[src/design/spa_pkg.sv]
// ----------------------------------------------------------------------------
// spa_pkg
// Shared widths, sizes and operation codes of the sparse polynomial core.
// ----------------------------------------------------------------------------
package spa_pkg;

   // exponent span of one operand store and input coefficient width in use
   localparam int EXP_SPAN      = 32;
   localparam int COEF_IN_WIDTH = 16;

   localparam int HALF_SPAN = EXP_SPAN / 2;
   localparam int RES_DEPTH = 2 * EXP_SPAN - 1;
   localparam int IDX_W     = $clog2(EXP_SPAN);
   localparam int K_W       = $clog2(RES_DEPTH);

   // fixed field widths
   localparam int COEF_W    = 16;
   localparam int EXP_W     = 5;
   localparam int EXP_RES_W = 6;
   localparam int OP_W      = 2;
   localparam int IN_IDX_W  = EXP_W + 2;

   // datapath widths
   localparam int STORE_W = 24;
   localparam int PROD_W  = 2 * STORE_W;
   localparam int RES_W   = 53;
   localparam int EXW     = 8;

   localparam logic [OP_W-1:0] OP_ADD = 2'd0;
   localparam logic [OP_W-1:0] OP_SUB = 2'd1;
   localparam logic [OP_W-1:0] OP_MUL = 2'd2;

   // clamp a one-bit-grown sum back into the store range
   function automatic logic signed [STORE_W-1:0] sat_store(
      input logic signed [STORE_W:0] v
   );
      logic signed [STORE_W-1:0] r;
      if (v[STORE_W] != v[STORE_W-1]) begin
         r = {v[STORE_W], {(STORE_W-1){~v[STORE_W]}}};
      end else begin
         r = v[STORE_W-1:0];
      end
      return r;
   endfunction

endpackage

[src/design/sparse_polynomial_arithmetic_core.sv]
// ----------------------------------------------------------------------------
// sparse_polynomial_arithmetic_core
// Collects terms of two polynomials and emits A+B, A-B or A*B term by term.
// ----------------------------------------------------------------------------
// Usage:
//  - req_ channel: one term per word (operand, coefficient, exponent, last).
//    Terms of equal exponent are summed per operand with saturation. The
//    term with req_last set starts the job; req_ready stays low until the
//    final result word is loaded.
//  - rsp_ channel: nonzero result terms in descending exponent order, the
//    final one with rsp_last_res set. A zero polynomial gives one word with
//    rsp_empty_res and rsp_last_res set.
//  - csr_ channel: the operation register, always ready; write only while idle.
//  - One multiply-accumulate unit works one result exponent at a time: for
//    multiply it sums EXP_SPAN products for each of 2*EXP_SPAN-1 exponents,
//    for add and subtract one sum or difference for each of EXP_SPAN exponents.
//  - A stalled receiver holds the word in the output register; the sequencer
//    waits only when another word is ready to go out while that register is full.
//  - Reset clears the operand stores, the operation, the state and the valid flags.
// ----------------------------------------------------------------------------
module sparse_polynomial_arithmetic_core
   import spa_pkg::*;
(
   input  logic                        clock,
   input  logic                        reset,
   input  logic                        req_valid,
   output logic                        req_ready,
   input  logic                        req_operand_select,
   input  logic signed [COEF_W-1:0]    req_coef,
   input  logic signed [EXP_W-1:0]     req_exponent,
   input  logic                        req_last,
   output logic                        rsp_valid,
   input  logic                        rsp_ready,
   output logic signed [EXP_RES_W-1:0] rsp_exponent_res,
   output logic signed [RES_W-1:0]     rsp_coef_res,
   output logic                        rsp_empty_res,
   output logic                        rsp_last_res,
   input  logic                        csr_valid,
   output logic                        csr_ready,
   input  logic [OP_W-1:0]             csr_operation
);

   typedef enum logic [2:0] {
      ST_IDLE,
      ST_ISSUE,
      ST_DRAIN,
      ST_RESULT,
      ST_FLUSH
   } state_type;

   // operand stores
   logic signed [STORE_W-1:0] a_mem_ff [EXP_SPAN];
   logic signed [STORE_W-1:0] b_mem_ff [EXP_SPAN];
   logic [EXP_SPAN-1:0]       a_vld_ff, b_vld_ff;

   // control
   state_type         state_ff, state_in;
   logic [OP_W-1:0]   op_ff;
   logic [K_W-1:0]    k_ff, k_in;
   logic [IDX_W-1:0]  i_ff, i_in;

   // shared unit pipeline
   logic                      s1_vld_ff, s1_vld_in;
   logic                      s1_first_ff, s1_first_in;
   logic signed [STORE_W-1:0] op_a_ff, op_a_in;
   logic signed [STORE_W-1:0] op_b_ff, op_b_in;
   logic                      s2_vld_ff;
   logic                      s2_first_ff;
   logic signed [PROD_W-1:0]  val_ff, val_in;
   logic signed [RES_W-1:0]   acc_ff, acc_in;

   // held term and output register
   logic                        pend_vld_ff, pend_vld_in;
   logic signed [EXP_RES_W-1:0] pend_exp_ff, pend_exp_in;
   logic signed [RES_W-1:0]     pend_coef_ff, pend_coef_in;
   logic                        rsp_valid_ff, rsp_valid_in;
   logic signed [EXP_RES_W-1:0] rsp_exp_ff, rsp_exp_in;
   logic signed [RES_W-1:0]     rsp_coef_ff, rsp_coef_in;
   logic                        rsp_empty_ff, rsp_empty_in;
   logic                        rsp_last_ff, rsp_last_in;

   // combinational
   logic                      mul_mode, req_fire, rsp_free, store_clr;
   logic                      in_range, j_ok, acc_nz;
   logic signed [IN_IDX_W-1:0] in_idx_wide;
   logic [IDX_W-1:0]          in_idx, addr_a, addr_b, i_end;
   logic [K_W:0]              j_wide;
   logic signed [STORE_W-1:0] a_rd, b_rd, old_rd, store_new;
   logic signed [STORE_W:0]   coef_ext, store_sum, addsub;
   logic signed [EXW-1:0]     ex_wide;

   assign req_ready        = (state_ff == ST_IDLE);
   assign csr_ready        = 1'b1;
   assign rsp_valid        = rsp_valid_ff;
   assign rsp_exponent_res = rsp_exp_ff;
   assign rsp_coef_res     = rsp_coef_ff;
   assign rsp_empty_res    = rsp_empty_ff;
   assign rsp_last_res     = rsp_last_ff;

   always_comb begin
      mul_mode = (op_ff == OP_MUL);
      req_fire = req_valid && req_ready;
      rsp_free = !rsp_valid_ff || rsp_ready;

      in_idx_wide = {{2{req_exponent[EXP_W-1]}}, req_exponent}
                    + IN_IDX_W'(HALF_SPAN);
      in_range    = !in_idx_wide[IN_IDX_W-1]
                    && (in_idx_wide[IN_IDX_W-2:0] < (IN_IDX_W-1)'(EXP_SPAN));
      in_idx      = in_idx_wide[IDX_W-1:0];

      j_wide = (K_W+1)'(k_ff) - (K_W+1)'(i_ff);
      j_ok   = !j_wide[K_W] && (j_wide[K_W-1:0] < K_W'(EXP_SPAN));

      if (state_ff == ST_IDLE) begin
         addr_a = in_idx;
         addr_b = in_idx;
      end else if (mul_mode) begin
         addr_a = i_ff;
         addr_b = j_wide[IDX_W-1:0];
      end else begin
         addr_a = k_ff[IDX_W-1:0];
         addr_b = k_ff[IDX_W-1:0];
      end
      a_rd = a_vld_ff[addr_a] ? a_mem_ff[addr_a] : '0;
      b_rd = b_vld_ff[addr_b] ? b_mem_ff[addr_b] : '0;

      // term merge
      coef_ext  = {{(STORE_W+1-COEF_IN_WIDTH){req_coef[COEF_IN_WIDTH-1]}},
                   req_coef[COEF_IN_WIDTH-1:0]};
      old_rd    = req_operand_select ? b_rd : a_rd;
      store_sum = {old_rd[STORE_W-1], old_rd} + coef_ext;
      store_new = sat_store(store_sum);

      // shared unit: multiply, or add/subtract
      op_a_in = a_rd;
      op_b_in = (mul_mode && !j_ok) ? '0 : b_rd;
      if (op_ff == OP_SUB) begin
         addsub = {op_a_ff[STORE_W-1], op_a_ff} - {op_b_ff[STORE_W-1], op_b_ff};
      end else begin
         addsub = {op_a_ff[STORE_W-1], op_a_ff} + {op_b_ff[STORE_W-1], op_b_ff};
      end
      if (mul_mode) begin
         val_in = op_a_ff * op_b_ff;
      end else begin
         val_in = {{(PROD_W-STORE_W-1){addsub[STORE_W]}}, addsub};
      end
      acc_in = (s2_first_ff ? RES_W'(0) : acc_ff)
               + {{(RES_W-PROD_W){val_ff[PROD_W-1]}}, val_ff};

      acc_nz  = (acc_ff != '0);
      ex_wide = EXW'(k_ff) - (mul_mode ? EXW'(2 * HALF_SPAN) : EXW'(HALF_SPAN));
      i_end   = mul_mode ? IDX_W'(EXP_SPAN - 1) : '0;

      // defaults
      state_in     = state_ff;
      k_in         = k_ff;
      i_in         = i_ff;
      s1_vld_in    = 1'b0;
      s1_first_in  = (i_ff == '0);
      pend_vld_in  = pend_vld_ff;
      pend_exp_in  = pend_exp_ff;
      pend_coef_in = pend_coef_ff;
      rsp_valid_in = rsp_valid_ff && !rsp_ready;
      rsp_exp_in   = rsp_exp_ff;
      rsp_coef_in  = rsp_coef_ff;
      rsp_empty_in = rsp_empty_ff;
      rsp_last_in  = rsp_last_ff;
      store_clr    = 1'b0;

      unique case (state_ff)
         ST_IDLE: begin
            if (req_fire && req_last) begin
               k_in     = mul_mode ? K_W'(RES_DEPTH - 1) : K_W'(EXP_SPAN - 1);
               i_in     = '0;
               state_in = ST_ISSUE;
            end
         end
         ST_ISSUE: begin
            s1_vld_in = 1'b1;
            if (i_ff == i_end) begin
               state_in = ST_DRAIN;
            end else begin
               i_in = i_ff + 1'b1;
            end
         end
         ST_DRAIN: begin
            if (!s1_vld_ff && !s2_vld_ff) begin
               state_in = ST_RESULT;
            end
         end
         ST_RESULT: begin
            if (!(acc_nz && pend_vld_ff && !rsp_free)) begin
               if (acc_nz) begin
                  if (pend_vld_ff) begin
                     rsp_valid_in = 1'b1;
                     rsp_exp_in   = pend_exp_ff;
                     rsp_coef_in  = pend_coef_ff;
                     rsp_empty_in = 1'b0;
                     rsp_last_in  = 1'b0;
                  end
                  pend_vld_in  = 1'b1;
                  pend_exp_in  = ex_wide[EXP_RES_W-1:0];
                  pend_coef_in = acc_ff;
               end
               i_in = '0;
               if (k_ff == '0) begin
                  state_in = ST_FLUSH;
               end else begin
                  k_in     = k_ff - 1'b1;
                  state_in = ST_ISSUE;
               end
            end
         end
         ST_FLUSH: begin
            if (rsp_free) begin
               rsp_valid_in = 1'b1;
               rsp_last_in  = 1'b1;
               rsp_exp_in   = pend_vld_ff ? pend_exp_ff : '0;
               rsp_coef_in  = pend_vld_ff ? pend_coef_ff : '0;
               rsp_empty_in = !pend_vld_ff;
               pend_vld_in  = 1'b0;
               store_clr    = 1'b1;
               state_in     = ST_IDLE;
            end
         end
         default: begin
            state_in = ST_IDLE;
         end
      endcase
   end

   always_ff @(posedge clock) begin
      if (reset) begin
         state_ff     <= ST_IDLE;
         op_ff        <= OP_ADD;
         s1_vld_ff    <= 1'b0;
         s2_vld_ff    <= 1'b0;
         pend_vld_ff  <= 1'b0;
         rsp_valid_ff <= 1'b0;
      end else begin
         state_ff     <= state_in;
         s1_vld_ff    <= s1_vld_in;
         s2_vld_ff    <= s1_vld_ff;
         pend_vld_ff  <= pend_vld_in;
         rsp_valid_ff <= rsp_valid_in;
         if (csr_valid && csr_ready) begin
            op_ff <= csr_operation;
         end
      end
      k_ff         <= k_in;
      i_ff         <= i_in;
      s1_first_ff  <= s1_first_in;
      op_a_ff      <= op_a_in;
      op_b_ff      <= op_b_in;
      s2_first_ff  <= s1_first_ff;
      val_ff       <= val_in;
      pend_exp_ff  <= pend_exp_in;
      pend_coef_ff <= pend_coef_in;
      rsp_exp_ff   <= rsp_exp_in;
      rsp_coef_ff  <= rsp_coef_in;
      rsp_empty_ff <= rsp_empty_in;
      rsp_last_ff  <= rsp_last_in;
      if (s2_vld_ff) begin
         acc_ff <= acc_in;
      end
   end

   // store entries; an entry without its valid bit reads as zero
   always_ff @(posedge clock) begin
      if (reset || store_clr) begin
         a_vld_ff <= '0;
         b_vld_ff <= '0;
      end else if (req_fire && in_range) begin
         if (req_operand_select) begin
            b_vld_ff[in_idx] <= 1'b1;
         end else begin
            a_vld_ff[in_idx] <= 1'b1;
         end
      end
   end

   always_ff @(posedge clock) begin
      if (req_fire && in_range) begin
         if (req_operand_select) begin
            b_mem_ff[in_idx] <= store_new;
         end else begin
            a_mem_ff[in_idx] <= store_new;
         end
      end
   end

   // checks
   a_idle_quiet: assert property (@(posedge clock) disable iff (reset)
      (state_ff == ST_IDLE) |-> (!s1_vld_ff && !s2_vld_ff && !pend_vld_ff))
      else $error("shared unit busy or term held while idle");

   a_last_busy: assert property (@(posedge clock) disable iff (reset)
      (req_valid && req_ready && req_last) |=> !req_ready)
      else $error("ready after job start");

   a_empty_word: assert property (@(posedge clock) disable iff (reset)
      (rsp_valid && rsp_empty_res) |-> (rsp_last_res && rsp_coef_res == '0))
      else $error("empty word malformed");

   a_nonzero_word: assert property (@(posedge clock) disable iff (reset)
      (rsp_valid && !rsp_empty_res) |-> (rsp_coef_res != '0))
      else $error("zero coefficient emitted");

   a_issue_idle_out: assert property (@(posedge clock) disable iff (reset)
      (state_ff == ST_RESULT) |-> (!s1_vld_ff && !s2_vld_ff))
      else $error("result taken before pipeline drained");

endmodule

[config.mk]
export PLATFORM = sky130hd
export DESIGN_NAME = sparse_polynomial_arithmetic_core
export DESIGN_NICKNAME = d
export VERILOG_FILES = /design/src/design/spa_pkg.sv /design/src/design/sparse_polynomial_arithmetic_core.sv
export SDC_FILE = /design/constraint.sdc
export NUM_CORES = 2
export LEC_CHECK = 0
export ABC_AREA = 1
export BUFFER_PORTS_ARGS = -buffer_cell sky130_fd_sc_hd__buf_2
export CAP_MARGIN = 0
export CORE_ASPECT_RATIO = 0.8
export CORE_UTILIZATION = 30
export DETAILED_ROUTE_END_ITERATION = 8
export HOLD_SLACK_MARGIN = 0.15
export PLACE_DENSITY = 0.5
export SLEW_MARGIN = 5
export SYNTH_ARGS = -nofsm -noshare
export SYNTH_HDL_FRONTEND = slang
export SYNTH_SLANG_ARGS = --single-unit
export TNS_END_PERCENT = 5
[constraint.sdc]
create_clock -name clock -period 12.27 [get_ports clock]
set_input_delay 1.227 -clock clock [delete_from_list [all_inputs] [get_ports clock]]
set_output_delay 1.227 -clock clock [all_outputs]
set_load 0.02 [all_outputs]
Word level (Yosys, flattened, before mapping) --
Memory sizes are Yosys's and may differ from the RTL's. Cells that the tools add are included.
Storage, ports and cells: RAM bits 1536, input port bits 30, memories kept 2, word-level logic and storage cells 171, output and inout bits 64, bits in registers 355
Cells by class: eq/ne operators 17, order comparisons 6, bitwise gates (word level) 5, multiplexer cells 72, add/subtract/negate cells 9, multipliers 1, reduce and logical (&&, ||, !) cells 37
Memory list:
- a_mem_ff | depth 32, bits a word 24, rd ports 1, clocked after memory_dff 0, wr ports 1, RTL line sparse_polynomial_arithmetic_core.sv:52 | logic signed [STORE_W-1:0] a_mem_ff [EXP_SPAN];
- b_mem_ff | depth 32, bits a word 24, rd ports 1, clocked after memory_dff 0, wr ports 1, RTL line sparse_polynomial_arithmetic_core.sv:53 | logic signed [STORE_W-1:0] b_mem_ff [EXP_SPAN];
Operator list (number):
- 2-to-1 mux 53 bit | 6
- case mux 53 bit (2 select lines) | 1
- 2-to-1 mux 24 bit | 4
- bitwise OR 32 bit | 2
- 2-to-1 mux 6 bit | 10
- adder 53 bit | 1
- nonzero test 53 bit | 1
- multiplier 24 x 24 -> 48 bit | 1
- 2-to-1 mux 48 bit | 1
- 2-to-1 mux 5 bit | 8
- adder 24 x 16 -> 25 bit | 1
- adder 24 x 24 -> 25 bit | 1
- 2-to-1 mux 25 bit | 1
- subtractor 24 x 24 -> 25 bit | 1
- 2-to-1 mux 1 bit | 24
- case mux 6 bit (2 select lines) | 2
- less-than comparator 5 x 6 -> 1 bit, second input constant | 3
- 2-to-1 mux 3 bit | 6
- != test 2 bit, second input constant | 8
- case mux 3 bit (5 select lines) | 1
- case mux 5 bit (3 select lines) | 1
- less-than comparator 6 bit, second input constant | 2
- AND reduction 4 bit | 3
- logical AND 1 bit | 11
- 28 further kinds | 47

Logic depth before layout (Yosys ltp) --
depth in word-level cells 10, gate-level depth with buffers 35, gate-level depth less buffers 31

Worst setup path after synthesis --
No wires, ideal clock.
path type input to register, from input port req_exponent[0], to memory a_mem_ff[0][10] (data pin), stages on the path 30, setup slack 5610 ps, setup time 514 ps, arrival time 6146 ps, buffers on the path 4, data required time 11756 ps, cell sequence inv_1 > nand2_4 > nand2_4 > inv_2 > buf_6 > buf_6 > buf_6 > nand2_1 > nand3_1 > nand3_1 > nand3_1 > nand3_1 > nand2_1 > nand3_1 > nand2_1 > ha_1 > fa_1 > nand3_1 > nand2_1 > nand3_1 > nand2_1 > nand3_1 > nand3_1 > nand2_1 > nand2_1 > o21ai_1 > nand2_1 > clkbuf_1 > nand2_1 > nand2_1
Between the ends: cells in the longest elaborated chain, start to end 9, elaborated cells on any way between the ends 16, classes of those cells add/sub (2); eq/ne (1); mux (10); bitwise (1); memory (2)
Ends and longest elaborated chain:
- from (decl) | RTL line sparse_polynomial_arithmetic_core.sv:30 | input logic signed [EXP_W-1:0] req_exponent,
- adder 5 x 6 -> 7 bit (*) | RTL line sparse_polynomial_arithmetic_core.sv:106 | + IN_IDX_W'(HALF_SPAN);
- 2-to-1 mux 5 bit | RTL line sparse_polynomial_arithmetic_core.sv:114 | if (state_ff == ST_IDLE) begin
- binary-select mux 1 bit (select 5 bit), on equally long branches | RTL line sparse_polynomial_arithmetic_core.sv:124, sparse_polynomial_arithmetic_core.sv:125
- 2-to-1 mux 1 bit, on equally long branches | RTL line sparse_polynomial_arithmetic_core.sv:124, sparse_polynomial_arithmetic_core.sv:125
- 2-to-1 mux 24 bit, on equally long branches | RTL line sparse_polynomial_arithmetic_core.sv:124, sparse_polynomial_arithmetic_core.sv:125
- 2-to-1 mux 24 bit (*) | RTL line sparse_polynomial_arithmetic_core.sv:130 | old_rd = req_operand_select ? b_rd : a_rd;
- adder 24 x 16 -> 25 bit (*) | RTL line sparse_polynomial_arithmetic_core.sv:131 | store_sum = {old_rd[STORE_W-1], old_rd} + coef_ext;
- != test 1 bit or NOT 1 bit (tied branches) | RTL line spa_pkg.sv:38, spa_pkg.sv:39
- 2-to-1 mux 24 bit (*) | RTL line spa_pkg.sv:38 | if (v[STORE_W] != v[STORE_W-1]) begin
- named net store_new[10] | RTL line sparse_polynomial_arithmetic_core.sv:88 | logic signed [STORE_W-1:0] a_rd, b_rd, old_rd, store_new;
- to (decl) | RTL line sparse_polynomial_arithmetic_core.sv:52
The timed path passes the listed nets; every way through them passes the cells marked *. The select of a mux whose other input is x is not followed.

Final worst setup path --
from register state_ff[2], to memory b_mem_ff[14][18] (data pin)
Between the ends: cells in the longest elaborated chain, start to end 9, elaborated cells on any way between the ends 16, classes of those cells add/sub (1); eq/ne (1); mux (10); bitwise (1); reduce/logical (1); memory (2)
Ends and longest elaborated chain:
- from (decl) | RTL line sparse_polynomial_arithmetic_core.sv:57 | state_type state_ff, state_in;
- from (signal assigned) | RTL line sparse_polynomial_arithmetic_core.sv:241 | state_ff <= state_in;
- zero test 3 bit (*) | RTL line sparse_polynomial_arithmetic_core.sv:114
- 2-to-1 mux 5 bit | RTL line sparse_polynomial_arithmetic_core.sv:114
- binary-select mux 1 bit (select 5 bit), on equally long branches | RTL line sparse_polynomial_arithmetic_core.sv:124, sparse_polynomial_arithmetic_core.sv:125
- 2-to-1 mux 1 bit, on equally long branches | RTL line sparse_polynomial_arithmetic_core.sv:124, sparse_polynomial_arithmetic_core.sv:125
- 2-to-1 mux 24 bit, on equally long branches | RTL line sparse_polynomial_arithmetic_core.sv:124, sparse_polynomial_arithmetic_core.sv:125
- 2-to-1 mux 24 bit (*) | RTL line sparse_polynomial_arithmetic_core.sv:130
- adder 24 x 16 -> 25 bit (*) | RTL line sparse_polynomial_arithmetic_core.sv:131
- != test 1 bit or NOT 1 bit (tied branches) | RTL line spa_pkg.sv:38, spa_pkg.sv:39
- 2-to-1 mux 24 bit (*) | RTL line spa_pkg.sv:38
- named net store_new[18] | RTL line sparse_polynomial_arithmetic_core.sv:88
- to (decl) | RTL line sparse_polynomial_arithmetic_core.sv:53
Marks and branches as above.

==> impl_results.md <==
* Drt initial violations at between 8000 and 9000
* Dpl hpwl at ~220 mm
* Top FF cell, synth: edfxtp_1
* Worst stage delay on the critical path at about 940 ps
* Ports at 94
* Clock Latency Late Sink at about 940 ps
* I/O Buffers at 92
* CTS Buf Count at ~200
* Pre-CTS WS at approximately 3100 ps
* DR WL/cell at 23.50 um
* Die area at ~350000 um^2
* Cells after DPL at ~15000
* Synth warn at 0
* Pins Over Slew Limit at 0
* Sequential fraction of the synthesis area at 52.41%
* Syn Nets at approximately 11000
* Clk slew on worst S/H paths at ~60 ps
* Routed vias/inst at a little over 5
* GRT overflow at 0
* Mapped Area at roughly 110000 um^2
* Worst hold path type: register to register
* Vias in the first global route at roughly 76000
* Peak VDD IR at roughly 700 uV
* EDFF count, synth at between 1500 and 2000
* Reg2reg end: b_mem_ff[14][18]$_DFFE_PP_
* Startpoint Class: register
* Chip Height at 531.3 um
* Maximum fanout along the worst path at 154
* RSZ-0062 raised after global routing: no
* Power share of the combinational group at a little over half
* Hold-fix buffers, CTS at 0
* DR DRC count at 0
* Setup Skew at between 100 and 150 ps
* Register share of total power at 31.0%
* Slew Limit Headroom at between 10% and 20%
* Hold_sp: s1_first_ff$_DFF_P_
* FP Rows at 193
* # nets final at 11320
* RePlAce Congestion at 0.9260
* Die X at between 600 and 700 um
* Setup bufs post-CTS at 0
* Total negative slack at 0 ps
* Placed instance area at 110300 um^2
* Status: finished, final reports clean
* Routed Antenna Nets at 0
* Core Area at about 350000 um^2
* Critical path capture point type: register
* # setup viols final at 0
* Int Pwr at 0.01913 W
* Total track usage at between 10% and 20%
* MaxCap Viol Count at 0
* Reg2reg start: state_ff[2]$_SDFFE_PP0P_
* CP arrival at ~9800 ps
* CTS tree: yes
* CP Class: register to register
* Min cycle time layout at just over 9000 ps
* First drt pass iteration count at 6
* Vias at a little under 80000
* Lkg Pwr at between 40 and 50 nW
* Final instance area at roughly 120000 um^2
* Worst path required time at roughly 13000 ps
* Initial core utilization at 30.28%
* Pin count of the biggest net entering global routing at approximately 160
* Tcrit/Tclk final at about three quarters
* CTS sink cnt at approximately 1900
* Final cell count without fillers at roughly 15000
* First-pass GRT wire length at ~520 mm
* Gates resized, CTS repair at 0
* Ys async rst share at 0%
* Detailed Route WL at approximately 360 mm
* PD cells at between 300 and 400 nW/um^2
* Setup ws final at roughly 2900 ps
* Fraction of layout cells with a size suffix above 1 at roughly 6.7%
* Syn Inst Count at between 10000 and 15000
* Mean Syn Cell Area at 9.965 um^2
* Syn-to-layout area delta at 10.72%
* Hold EP: s2_first_ff$_DFF_P_
* Flop-to-flop setup slack at between 2000 and 3000 ps
* Worst reg2reg path depth at 30
* FF+latch count, synth at between 1500 and 2000
* Clk root buf: clkbuf_16
* Final Hold Viols at 0
* Net Sw Power at 0.01817 W
* Hold Path Depth at 0
* Max Fclk at 106.9 MHz
* CP max-delay cell: nand2_8
* H-tree Lvls at 4
* Clk pwr share at 15.5%
* Worst slew pin tran at 1340 ps
* Synth unique cells at 54
* Final core occ at 33.53%
* Most frequent CP cell: nand2_1
* Switching share of power at about half
* Clock Tree Buf Depth at 4
* Antenna violations before repair at 17
[state kept, by name, indices dropped and copies added, names as in the netlist, 2 cells and up]
signal and flops:
op_a_ff 24, acc_ff 53, op_ff 2, rsp_coef_res 53, pend_exp_ff 6, i_ff 5, val_ff 48, b_vld_ff 32
b_mem_ff 768, k_ff 6, pend_coef_ff 53, op_b_ff 24, a_mem_ff 768, state_ff 3, rsp_exponent_res 6, a_vld_ff 32
[power by group through the flow]
stage	logic, W	clock network (W)	registers (W)
6_report	0.0200	0.00577	0.0116
2_1_floorplan	0.0118	0	0.0115
4_1_cts	0.0199	0.00587	0.0115
3_5_place_dp	0.0198	0	0.0117
5_1_grt	0.0217	0.00610	0.0116
3_3_place_gp	0.0196	0	0.0117
[worst max-delay path by stage]
stage / slack (ps) / start / end / cells past startpoint
finish: 2920 / state_ff[2]$_SDFFE_PP0P_ / b_mem_ff[14][18]$_DFFE_PP_ / 30
global route: 2450 / state_ff[2]$_SDFFE_PP0P_ / b_mem_ff[9][18]$_DFFE_PP_ / 30
CTS: 3150 / state_ff[2]$_SDFFE_PP0P_ / b_mem_ff[9][18]$_DFFE_PP_ / 30
detailed placement: 3140 / req_exponent[0] / a_mem_ff[15][17]$_DFFE_PP_ / 29
global placement: 3130 / req_exponent[0] / a_mem_ff[15][17]$_DFFE_PP_ / 28
floorplan: 5610 / req_exponent[0] / a_mem_ff[0][10]$_DFFE_PP_ / 30
[through the flow]
stage / hold WS (ps) / total power (W)
floorplan: 309.6 / 0.02330
global placement: 323.5 / 0.03122
detailed placement: 321.7 / 0.03146
CTS: 333.3 / 0.03730
global route: 340.8 / 0.03939
finish: 334.0 / 0.03730
[layout by cell type, fill, tap and decap left out, types with 40 or more instances in the layout]
master,synthesis,final
clkbuf_16,0,197
clkinv_1,1,40
nand4_1,49,49
fa_1,611,611
buf_4,45,176
buf_2,282,92
ha_1,245,245
a21oi_1,245,241
nor2_2,1,56
o21ai_0,177,176
inv_1,1301,1299
xnor2_1,41,41
xor2_1,85,85
clkbuf_1,184,45
nor3_1,41,40
edfxtp_1,1720,1720
nand3_1,2170,2170
nor2_1,637,572
nand2_1,2275,2249
dfxtp_1,171,142
[worst max-delay path, delay by kind of cell (launching register included)]
| family | cells | cell delay [ps] |
|---|---|---|
| AND/OR/NAND/NOR | 18 | 3900 |
| AO/OA/AOI/OAI | 4 | 640 |
| adder cells (fa/ha/maj) | 1 | 310 |
| buffers and inverters | 7 | 3310 |
| flip-flops | 1 | 360 |
[cell families after synthesis]
| logic type | after synthesis | synth area share (%) |
|---|---|---|
| AO/OA/AOI/OAI | 538 | 2.824 |
| adder cells (fa/ha/maj) | 856 | 14.56 |
| buffers and inverters | 1896 | 7.477 |
| flip-flops | 1891 | 52.41 |
| other | 1 | 0.003569 |
| XOR/XNOR | 126 | 1.050 |
| AND/OR/NAND/NOR | 5237 | 21.67 |
[area by class of cell]
cell class / instances / area, um^2
fill: 35000 / 230700
sequential: 1891 / 55110
multi-input combinational: 6758 / 42610
tap: 4582 / 5733
clock buffer: 255 / 5278
inverter: 1316 / 4955
timing repair buffer: 275 / 1922
clock inverter: 86 / 703.2
antenna: 9 / 22.52
[layer usage]
layer  vias to the layer above  wire length [um]  GRT usage, %
li1                      34770                 -             -
met1                     38680            163100         29.25
met2                      3300            151300         29.13
met3                       484             31060         3.611
met4                         0             11010         5.555
met5                         -                 0             0
[cells in the mapped netlist, types with 45 or more instances]
| library cell | instances | share of area [%] |
|---|---|---|
| xor2_1 | 85 | 0.71 |
| dfxtp_1 | 171 | 3.3 |
| buf_2 | 282 | 1.3 |
| fa_1 | 611 | 12 |
| nand4_1 | 49 | 0.29 |
| ha_1 | 245 | 2.9 |
| clkbuf_1 | 184 | 0.66 |
| a21oi_1 | 245 | 1.2 |
| buf_4 | 45 | 0.32 |
| nor2_1 | 637 | 2.3 |
| nand2_1 | 2275 | 8.1 |
| edfxtp_1 | 1720 | 49 |
| nand3_1 | 2170 | 10 |
| inv_1 | 1301 | 4.6 |
| o21ai_0 | 177 | 0.84 |
No activity file was read; power rests on OpenSTA's default activity.
